--- src/sv/frag_pkg.sv ---
`timescale 1ns / 1ps

package frag_pkg;

    localparam int POS_W      = 17;
    localparam int OFF_W      = 18;
    localparam int LEN_W      = 17;
    localparam int OP_ADDR_W  = 12;
    localparam int NUM_SLOTS  = 5;
    localparam int STATUS_SLOT = 4;
    localparam int HELD_BYTES = 3;
    localparam int LEN_ADJ    = 3;

    localparam logic [POS_W-1:0] POS_CAP = '1;

    localparam logic [7:0] SYNC_A = 8'hAB;
    localparam logic [7:0] SYNC_B = 8'hEA;
    localparam logic [7:0] TAG_A  = 8'hFE;
    localparam logic [7:0] TAG_B  = 8'hFF;

    typedef enum logic [1:0] {
        OP_WRITE,
        OP_READ,
        OP_STATUS
    } op_kind_t;

    typedef struct packed {
        op_kind_t               kind;
        logic [OP_ADDR_W-1:0]   addr;
        logic [7:0]             data;
        logic                   in_range;
        logic                   complete;
        logic [LEN_W-1:0]       exp_len;
        logic                   ovf;
    } frag_op_t;

endpackage

--- src/sv/fragment_packet_reassembler_core.sv ---
`timescale 1ns / 1ps
// Channel | Handshake             | Payload
// --------+-----------------------+------------------------------------------------
// request | req_valid / req_ready | kind, data_byte, first_in_write, last_in_write,
//         |                       | read_address
// response| rsp_valid / rsp_ready | is_read_reply, read_data, packet_complete,
//         |                       | expected_length, overflow
//
// One item per cycle while each item needs at most one queue operation and the queue has
// room; the back end retires one operation (buffer write, buffer read or status) per cycle
// on its single memory port while no response is stalled, so byte 3 of a write needs up
// to 5 operations, the end of a short write up to 3, and any last byte adds its status.
// Reset clears control state only; the packet buffer is not cleared.
// A stalled response holds the queue, which then holds the request side.

module fragment_packet_reassembler_core import frag_pkg::*; #(
    parameter int BUFFER_DEPTH        = 512,
    parameter int FIRST_FRAGMENT_SIZE = 20,
    parameter int FRAGMENT_PAYLOAD    = 19,
    parameter int QUEUE_DEPTH         = 4
) (
    input  logic              clk,
    input  logic              rst_n,
    input  logic              req_valid,
    output logic              req_ready,
    input  logic              kind,
    input  logic [7:0]        data_byte,
    input  logic              first_in_write,
    input  logic              last_in_write,
    input  logic [8:0]        read_address,
    output logic              rsp_valid,
    input  logic              rsp_ready,
    output logic              is_read_reply,
    output logic [7:0]        read_data,
    output logic              packet_complete,
    output logic [LEN_W-1:0]  expected_length,
    output logic              overflow
);

    logic     fq_valid, fq_ready;
    frag_op_t fq_op;
    logic     qb_valid, qb_ready;
    frag_op_t qb_op;

    frag_front #(
        .BUFFER_DEPTH        (BUFFER_DEPTH),
        .FIRST_FRAGMENT_SIZE (FIRST_FRAGMENT_SIZE),
        .FRAGMENT_PAYLOAD    (FRAGMENT_PAYLOAD)
    ) u_front (
        .clk            (clk),
        .rst_n          (rst_n),
        .req_valid      (req_valid),
        .req_ready      (req_ready),
        .kind           (kind),
        .data_byte      (data_byte),
        .first_in_write (first_in_write),
        .last_in_write  (last_in_write),
        .read_address   (read_address),
        .op_valid       (fq_valid),
        .op             (fq_op),
        .op_ready       (fq_ready)
    );

    frag_queue #(
        .DEPTH (QUEUE_DEPTH)
    ) u_queue (
        .clk        (clk),
        .rst_n      (rst_n),
        .push_valid (fq_valid),
        .push_ready (fq_ready),
        .push_op    (fq_op),
        .pop_valid  (qb_valid),
        .pop_ready  (qb_ready),
        .pop_op     (qb_op)
    );

    frag_back #(
        .BUFFER_DEPTH (BUFFER_DEPTH)
    ) u_back (
        .clk             (clk),
        .rst_n           (rst_n),
        .op_valid        (qb_valid),
        .op_ready        (qb_ready),
        .op              (qb_op),
        .rsp_valid       (rsp_valid),
        .rsp_ready       (rsp_ready),
        .is_read_reply   (is_read_reply),
        .read_data       (read_data),
        .packet_complete (packet_complete),
        .expected_length (expected_length),
        .overflow        (overflow)
    );

endmodule

--- src/sv/frag_front.sv ---
`timescale 1ns / 1ps

module frag_front import frag_pkg::*; #(
    parameter int BUFFER_DEPTH        = 512,
    parameter int FIRST_FRAGMENT_SIZE = 20,
    parameter int FRAGMENT_PAYLOAD    = 19
) (
    input  logic        clk,
    input  logic        rst_n,
    input  logic        req_valid,
    output logic        req_ready,
    input  logic        kind,
    input  logic [7:0]  data_byte,
    input  logic        first_in_write,
    input  logic        last_in_write,
    input  logic [8:0]  read_address,
    output logic        op_valid,
    output frag_op_t    op,
    input  logic        op_ready
);

    logic [POS_W-1:0]     byte_pos_reg, byte_pos_next;
    logic                 is_cont_reg, is_cont_next;
    logic [OFF_W-1:0]     frag_base_reg, frag_base_next;
    logic [7:0]           held_reg [HELD_BYTES];
    logic [7:0]           held_next [HELD_BYTES];
    logic                 ovf_reg, ovf_next;
    logic [LEN_W-1:0]     exp_len_reg, exp_len_next;
    logic [NUM_SLOTS-1:0] pend_valid_reg, pend_valid_next;
    frag_op_t             pend_op_reg [NUM_SLOTS];

    logic [POS_W-1:0]     p;
    logic [OFF_W-1:0]     p_ext;
    logic [OFF_W-1:0]     base;
    logic                 hdr;
    logic [OFF_W-1:0]     cand_off [STATUS_SLOT];
    logic [7:0]           cand_data [STATUS_SLOT];
    logic [STATUS_SLOT-1:0] cand_use;
    logic [STATUS_SLOT-1:0] write_ok;
    logic                 drop;
    logic                 complete;
    frag_op_t             new_op [NUM_SLOTS];
    logic [NUM_SLOTS-1:0] new_mask;
    logic [$clog2(NUM_SLOTS)-1:0] sel;
    logic                 accept;
    logic                 pop;

    always_comb
    begin
        p = first_in_write ? '0 : byte_pos_reg;
        p_ext = OFF_W'(p);
        held_next = held_reg;
        if (p < POS_W'(HELD_BYTES))
        begin
            held_next[p[1:0]] = data_byte;
        end
        base = OFF_W'(FIRST_FRAGMENT_SIZE) + OFF_W'(held_next[0]) * OFF_W'(FRAGMENT_PAYLOAD);
        hdr = (p == POS_W'(HELD_BYTES))
            && (held_reg[0] == SYNC_A || held_reg[0] == SYNC_B)
            && (data_byte == TAG_A || data_byte == TAG_B);

        for (int i = 0; i < STATUS_SLOT; i++)
        begin
            cand_off[i]  = '0;
            cand_data[i] = '0;
        end
        cand_use = '0;

        if (p == POS_W'(HELD_BYTES))
        begin
            if (hdr)
            begin
                cand_use = 4'b1111;
                cand_off[0] = OFF_W'(0);
                cand_off[1] = OFF_W'(1);
                cand_off[2] = OFF_W'(2);
                cand_off[3] = OFF_W'(3);
                cand_data[0] = held_reg[0];
                cand_data[1] = held_reg[1];
                cand_data[2] = held_reg[2];
                cand_data[3] = data_byte;
            end
            else
            begin
                cand_use = 4'b0111;
                cand_off[0] = base;
                cand_off[1] = base + OFF_W'(1);
                cand_off[2] = base + OFF_W'(2);
                cand_data[0] = held_reg[1];
                cand_data[1] = held_reg[2];
                cand_data[2] = data_byte;
            end
        end
        else if (p > POS_W'(HELD_BYTES))
        begin
            cand_use[0] = 1'b1;
            cand_off[0] = is_cont_reg ? (frag_base_reg + p_ext - OFF_W'(1)) : p_ext;
            cand_data[0] = data_byte;
        end
        else if (last_in_write)
        begin
            cand_use[0] = (p >= POS_W'(1));
            cand_use[1] = (p >= POS_W'(2));
            cand_off[0] = base;
            cand_off[1] = base + OFF_W'(1);
            cand_data[0] = held_next[1];
            cand_data[1] = held_next[2];
        end

        drop = 1'b0;
        for (int i = 0; i < STATUS_SLOT; i++)
        begin
            write_ok[i] = cand_use[i] && (cand_off[i] < OFF_W'(BUFFER_DEPTH));
            drop = drop | (cand_use[i] && !write_ok[i]);
        end
        ovf_next = ((p == '0) ? 1'b0 : ovf_reg) | drop;

        is_cont_next   = is_cont_reg;
        frag_base_next = frag_base_reg;
        exp_len_next   = exp_len_reg;
        if (p == POS_W'(HELD_BYTES))
        begin
            is_cont_next = !hdr;
            if (hdr)
            begin
                exp_len_next = LEN_W'({held_reg[1], held_reg[2]}) + LEN_W'(LEN_ADJ);
            end
            else
            begin
                frag_base_next = base;
            end
        end
        else if (p < POS_W'(HELD_BYTES) && last_in_write)
        begin
            is_cont_next   = 1'b1;
            frag_base_next = base;
        end

        if (is_cont_next)
        begin
            complete = OFF_W'(exp_len_next) <= frag_base_next + p_ext;
        end
        else
        begin
            complete = OFF_W'(exp_len_next) <= p_ext + OFF_W'(1);
        end

        if (last_in_write)
        begin
            byte_pos_next = '0;
        end
        else if (p == POS_CAP)
        begin
            byte_pos_next = p;
        end
        else
        begin
            byte_pos_next = p + POS_W'(1);
        end

        for (int i = 0; i < STATUS_SLOT; i++)
        begin
            new_op[i].kind     = OP_WRITE;
            new_op[i].addr     = cand_off[i][OP_ADDR_W-1:0];
            new_op[i].data     = cand_data[i];
            new_op[i].in_range = 1'b1;
            new_op[i].complete = 1'b0;
            new_op[i].exp_len  = '0;
            new_op[i].ovf      = 1'b0;
        end
        new_op[STATUS_SLOT].data = '0;
        if (kind)
        begin
            new_op[STATUS_SLOT].kind     = OP_READ;
            new_op[STATUS_SLOT].addr     = OP_ADDR_W'(read_address);
            new_op[STATUS_SLOT].in_range = OFF_W'(read_address) < OFF_W'(BUFFER_DEPTH);
            new_op[STATUS_SLOT].complete = 1'b0;
            new_op[STATUS_SLOT].exp_len  = '0;
            new_op[STATUS_SLOT].ovf      = 1'b0;
            new_mask = NUM_SLOTS'(1) << STATUS_SLOT;
        end
        else
        begin
            new_op[STATUS_SLOT].kind     = OP_STATUS;
            new_op[STATUS_SLOT].addr     = '0;
            new_op[STATUS_SLOT].in_range = 1'b0;
            new_op[STATUS_SLOT].complete = complete;
            new_op[STATUS_SLOT].exp_len  = exp_len_next;
            new_op[STATUS_SLOT].ovf      = ovf_next;
            new_mask = {last_in_write, write_ok};
        end

        sel = '0;
        for (int i = NUM_SLOTS - 1; i >= 0; i--)
        begin
            if (pend_valid_reg[i])
            begin
                sel = ($clog2(NUM_SLOTS))'(i);
            end
        end
        op_valid = |pend_valid_reg;
        op = pend_op_reg[sel];
        pop = op_valid && op_ready;

        req_ready = (pend_valid_reg == '0)
            || (((pend_valid_reg & (pend_valid_reg - NUM_SLOTS'(1))) == '0) && op_ready);
        accept = req_valid && req_ready;

        pend_valid_next = pend_valid_reg;
        if (accept)
        begin
            pend_valid_next = new_mask;
        end
        else if (pop)
        begin
            pend_valid_next[sel] = 1'b0;
        end
    end

    always_ff @(posedge clk or negedge rst_n)
    begin
        if (!rst_n)
        begin
            pend_valid_reg <= '0;
            byte_pos_reg   <= '0;
            is_cont_reg    <= 1'b0;
            frag_base_reg  <= '0;
            ovf_reg        <= 1'b0;
            exp_len_reg    <= '0;
            for (int i = 0; i < HELD_BYTES; i++)
            begin
                held_reg[i] <= '0;
            end
        end
        else
        begin
            pend_valid_reg <= pend_valid_next;
            if (accept && !kind)
            begin
                byte_pos_reg  <= byte_pos_next;
                is_cont_reg   <= is_cont_next;
                frag_base_reg <= frag_base_next;
                ovf_reg       <= ovf_next;
                exp_len_reg   <= exp_len_next;
                held_reg      <= held_next;
            end
        end
    end

    always_ff @(posedge clk)
    begin
        if (accept)
        begin
            pend_op_reg <= new_op;
        end
    end

endmodule

--- src/sv/frag_queue.sv ---
`timescale 1ns / 1ps

module frag_queue import frag_pkg::*; #(
    parameter int DEPTH = 4
) (
    input  logic     clk,
    input  logic     rst_n,
    input  logic     push_valid,
    output logic     push_ready,
    input  frag_op_t push_op,
    output logic     pop_valid,
    input  logic     pop_ready,
    output frag_op_t pop_op
);

    localparam int PW = (DEPTH > 1) ? $clog2(DEPTH) : 1;
    localparam int CW = $clog2(DEPTH + 1);

    frag_op_t         entry_reg [DEPTH];
    logic [PW-1:0]    wr_ptr_reg, rd_ptr_reg;
    logic [CW-1:0]    count_reg;
    logic             push;
    logic             pop;

    assign push_ready = count_reg != CW'(DEPTH);
    assign pop_valid  = count_reg != '0;
    assign pop_op     = entry_reg[rd_ptr_reg];
    assign push       = push_valid && push_ready;
    assign pop        = pop_valid && pop_ready;

    always_ff @(posedge clk or negedge rst_n)
    begin
        if (!rst_n)
        begin
            wr_ptr_reg <= '0;
            rd_ptr_reg <= '0;
            count_reg  <= '0;
        end
        else
        begin
            if (push)
            begin
                wr_ptr_reg <= (wr_ptr_reg == PW'(DEPTH - 1)) ? '0 : wr_ptr_reg + PW'(1);
            end
            if (pop)
            begin
                rd_ptr_reg <= (rd_ptr_reg == PW'(DEPTH - 1)) ? '0 : rd_ptr_reg + PW'(1);
            end
            if (push && !pop)
            begin
                count_reg <= count_reg + CW'(1);
            end
            else if (pop && !push)
            begin
                count_reg <= count_reg - CW'(1);
            end
        end
    end

    always_ff @(posedge clk)
    begin
        if (push)
        begin
            entry_reg[wr_ptr_reg] <= push_op;
        end
    end

endmodule

--- src/sv/frag_back.sv ---
`timescale 1ns / 1ps

module frag_back import frag_pkg::*; #(
    parameter int BUFFER_DEPTH = 512
) (
    input  logic             clk,
    input  logic             rst_n,
    input  logic             op_valid,
    output logic             op_ready,
    input  frag_op_t         op,
    output logic             rsp_valid,
    input  logic             rsp_ready,
    output logic             is_read_reply,
    output logic [7:0]       read_data,
    output logic             packet_complete,
    output logic [LEN_W-1:0] expected_length,
    output logic             overflow
);

    localparam int AW = $clog2(BUFFER_DEPTH);

    logic [7:0] packet_buffer [BUFFER_DEPTH];
    logic [7:0] rdata_reg;
    logic       rsp_valid_reg;
    frag_op_t   rsp_op_reg;
    logic       pop;
    logic       has_result;

    assign op_ready   = !rsp_valid_reg || rsp_ready;
    assign pop        = op_valid && op_ready;
    assign has_result = op.kind != OP_WRITE;

    always_ff @(posedge clk)
    begin
        if (pop && op.kind == OP_WRITE)
        begin
            packet_buffer[op.addr[AW-1:0]] <= op.data;
        end
        if (pop && op.kind == OP_READ && op.in_range)
        begin
            rdata_reg <= packet_buffer[op.addr[AW-1:0]];
        end
        if (pop && has_result)
        begin
            rsp_op_reg <= op;
        end
    end

    always_ff @(posedge clk or negedge rst_n)
    begin
        if (!rst_n)
        begin
            rsp_valid_reg <= 1'b0;
        end
        else if (op_ready)
        begin
            rsp_valid_reg <= pop && has_result;
        end
    end

    assign rsp_valid       = rsp_valid_reg;
    assign is_read_reply   = rsp_op_reg.kind == OP_READ;
    assign read_data       = (is_read_reply && rsp_op_reg.in_range) ? rdata_reg : 8'd0;
    assign packet_complete = rsp_op_reg.complete;
    assign expected_length = rsp_op_reg.exp_len;
    assign overflow        = rsp_op_reg.ovf;

endmodule

--- config.mk ---
export PLATFORM = sky130hd
export DESIGN_NAME = fragment_packet_reassembler_core
export DESIGN_NICKNAME = d
export VERILOG_FILES = /design/src/sv/frag_pkg.sv /design/src/sv/fragment_packet_reassembler_core.sv /design/src/sv/frag_front.sv /design/src/sv/frag_queue.sv /design/src/sv/frag_back.sv
export SDC_FILE = /design/constraint.sdc
export NUM_CORES = 2
export LEC_CHECK = 0
export ABC_AREA = 1
export CAP_MARGIN = 20
export CORE_MARGIN = 2
export CORE_UTILIZATION = 43
export CTS_CLUSTER_SIZE = 30
export DETAILED_ROUTE_END_ITERATION = 12
export DONT_BUFFER_PORTS = 1
export PLACE_DENSITY = 0.66
export RECOVER_POWER = 50
export SLEW_MARGIN = 20
export SYNTH_ARGS = -nofsm -noshare
export SYNTH_HDL_FRONTEND = slang
export SYNTH_MEMORY_MAX_BITS = 65536
export SYNTH_SLANG_ARGS = --single-unit
export TNS_END_PERCENT = 5
--- constraint.sdc ---
create_clock -name clk -period 21 [get_ports clk]
set_input_delay 3.15 -clock clk [delete_from_list [all_inputs] [get_ports clk]]
set_output_delay 3.15 -clock clk [all_outputs]
set_load 0.1 [all_outputs]
==> results.md <==
- Hold slack final: 0.4674 ns
- Final WL: 481300 um
- Die Y: 645.2 um
- Final hold vios: 0
- Footprint of the flip-flops and latches: 0.1336 mm^2
- Placed insts: 18060
- Yosys top cell area share: 74.27%
- Placement row count: 235
- Clk_lat worst skew: 1.03 ns
- Non-filler cells, final: 18850
- Crit-path slowest cell: clkbuf_1
- YS warnings: 0
- Clock Pin Slew Worst Setup and Hold Paths: 0.06 ns
- Initial Utilization: 43.16%
- Via density: 5.777
- Worst Setup Start Kind: flip-flop
- First-pass GRT wire length: 699600 um
- Synth Instances: 13170
- Buffers on Ports: 0
- Synth Area in Compound Gates: 7.929%
- WL/cell: 25.53 um
- Fin Clk Skew: 0.09714 ns
- Period utilization: 68.40%
- Worst-path fanout max: 191
- CP peak stage delay: 6.58 ns
- Top cells by area, synth: edfxtp_1 74%, nand2_1 7.6%, a22oi_1 5.3%, nand4_1 2.0%, nor2_1 1.9%
- CP dominant cell by count: clkbuf_1
- Synthesized cell area: 0.1768 mm^2
- TritonCTS clock tree: built
- Post-CTS setup buffer count: 0
- MaxCap Viol Count: 42
- XOR/XNOR Fraction of Synth Area: 0.2577%
- Initial antenna violation count: 16
- Status: finished, violations left
- CTS sink cnt: 4463
- Max FFs per register: 4096
- Iteration-0 DRC Markers: 14350
- Syn nets: 13320
- Clk buf depth: 4
- Multi-input gate area: 0.03859 mm^2
- CTS Root Cell: clkbuf_16
- Fin. max-slew vios: 3118
- P&R area growth vs syn: 10.68%
- Total GRT Usage: 22.43%
- Share of cells above drive strength 1: 6.406%
- Largest net degree at the start of global routing: 212
- CP endpoint kind: flip-flop
- CP top delay family: buffers and inverters
- Largest family of logic cells by synthesized area: simple AND/OR/NAND/NOR gates
- Proportion of synthesized area in mux cells: 0%
- Post-synthesis simple-gate area fraction: 12.54%
- CORE AREA: 0.4096 mm^2
- Number of synthesized flops with an enable pin: 4372
- Worst Hold Class: reg -> reg
- Synth unique cells: 65
- Crit-path cells: clkbuf_1, inv_1, clkbuf_1, o21ai_0, o22ai_4, clkbuf_1, buf_4
- H-Tree Depth: 5
- Avg Inst Size Synth: 13.42 um^2
- Dpl cell area: 0.1822 mm^2
- Die X: 645.2 um
- RSZ-0062 raised after global routing: false
- Setup_tns: 0 ns
- PostCTS Resize Cnt: 0
- Antenna-violating nets left: 0
- Tmin final: 14.36 ns
- CP Buf/Inv Count: 5
- Achievable Freq: 0.06962 GHz
- Setup violations, final: 0
- Die ar.: 0.4162 mm^2
- Async set or reset register ratio after synthesis: 2.039%
- Critical path class: reg -> reg
- Register area share after synthesis: 75.56%
- Fillers: 34820
- FF+latch count, synth: 4463
- Worst Tran Pin Value: 10.38 ns
- Final Cell Area: 0.1956 mm^2
- DRT Pass-1 Iters: 8
- Violated checks: max-capacitance violations, max-slew violations
- Vias in the first global route: 103100
- GPL Wtd Cong: 0.8836
- Main synth FF type: edfxtp_1
- Boundary pin count: 54
- Post-synth top area cell: edfxtp_1
- DR vias: 108900
- DRC: 0
- Max-slew headroom: -592.2%
- Fin nets: 13190
- Final HPWL from detailed placement: 272600 um
- CTS buffer count: 426
- Congestion Overflow GR: 0
- Critical Path AT: 15.03 ns
- Post-CTS Hold Buffers: 0
- Adder-Cell Fraction of Synth Area: 0.9513%
- CP required: 21.67 ns
## logic make-up after synthesis
group	after synthesis
AND/OR/NAND/NOR	5355
flip-flops	4463
AO/OA/AOI/OAI	2040
buffers and inverters	1131
adder cells (fa/ha/maj)	129
XOR/XNOR	52
## cell usage in the layout, fill, tap and decap left out, drive strengths merged, types with 5 or more instances in the layout
cell      count
edfxtp     4372
nand2      3617
a22oi      1246
nor2        933
clkbuf      592
nand4       553
inv         384
o21ai       299
a21oi       224
clkinv      175
nand3       163
buf         146
ha          120
dfrtp        91
a21boi       85
nor3         68
o22ai        58
xor2         43
bufinv       41
o31ai        25
a21o         20
o211ai       16
clkinvlp     16
a31oi        14
a22o         12
o221ai       12
xnor2         9
fa            9
nand3b        8
o21bai        6
nor4          6
a32oi         6
diode         5
## cells in the mapped netlist, types with 43 or more instances
master    number
a21boi_0      68
a21oi_1      223
a22oi_1     1246
buf_2        385
clkbuf_1     307
dfrtp_1       91
edfxtp_1    4372
ha_1         120
inv_1        340
nand2_1     3591
nand3_1      157
nand4_1      552
nor2_1       913
nor3_1        65
o21ai_0      289
o22ai_1       58
xor2_1        43
## worst register-to-register path, stage by stage (launching register included)
cell and delay, ns:
dfrtp_2 0.38, clkbuf_1 1.26, inv_1 0.74, clkbuf_1 2.23, o21ai_0 0.53, o22ai_4 0.22, clkbuf_1 6.58, buf_4 2.05
## through the flow
| step | setup slack (ns) | utilization, % |
|---|---|---|
| after floorplan | 2.745 | - |
| final | 6.637 | 47.77 |
| after CTS | 11.15 | 47.83 |
| after global routing | 5.767 | 47.76 |
| after global placement | 10.08 | 44.49 |
| after detailed placement | 10.12 | 44.49 |
## final timing paths
check | startpoint | end | depth (start not counted) | slack [ns]
max | u_queue.rd_ptr_reg[0]$_DFFE_PN0P_ | u_back.packet_buffer[242][5]$_DFFE_PP_ | 7 | 6.64
min | u_front.frag_base_reg[15]$_DFFE_PN0P_ | u_front.frag_base_reg[15]$_DFFE_PN0P_ | 2 | 0.47
max reg2reg | u_queue.rd_ptr_reg[0]$_DFFE_PN0P_ | u_back.packet_buffer[242][5]$_DFFE_PP_ | 7 | 6.64
min reg2reg | u_front.frag_base_reg[15]$_DFFE_PN0P_ | u_front.frag_base_reg[15]$_DFFE_PN0P_ | 2 | 0.47
max in group asynchronous | rst_n | u_queue.rd_ptr_reg[0]$_DFFE_PN0P_ | 0 | 18.92
min in group asynchronous | rst_n | u_front.byte_pos_reg[6]$_DFFE_PN0P_ | 0 | 1.85
## layout make-up
type	count	share of cell area, %
clock inverter	245	1.264
clock buffer	543	5.721
antenna	5	0.006395
timing repair buffer	195	0.8071
inverter	371	0.7201
multi-input combinational	7576	19.73
tap	5451	3.486
sequential	4463	68.27
## per-layer routing
metal / share of wire [%] / track usage [%] / wire length, um / vias up
met3: 9.7 / 3.739 / 46920 / 893
met4: 3.7 / 7.873 / 18010 / 2
met1: 40 / 31.38 / 191400 / 54190
met2: 47 / 35.61 / 225000 / 5658
met5: 0.0035 / 0 / 17 / -
li1: - / - / - / 48150
Power is left out: the tool's default activity adds up to more than one toggle a clock period on the data nets, which glitch-free logic cannot reach.
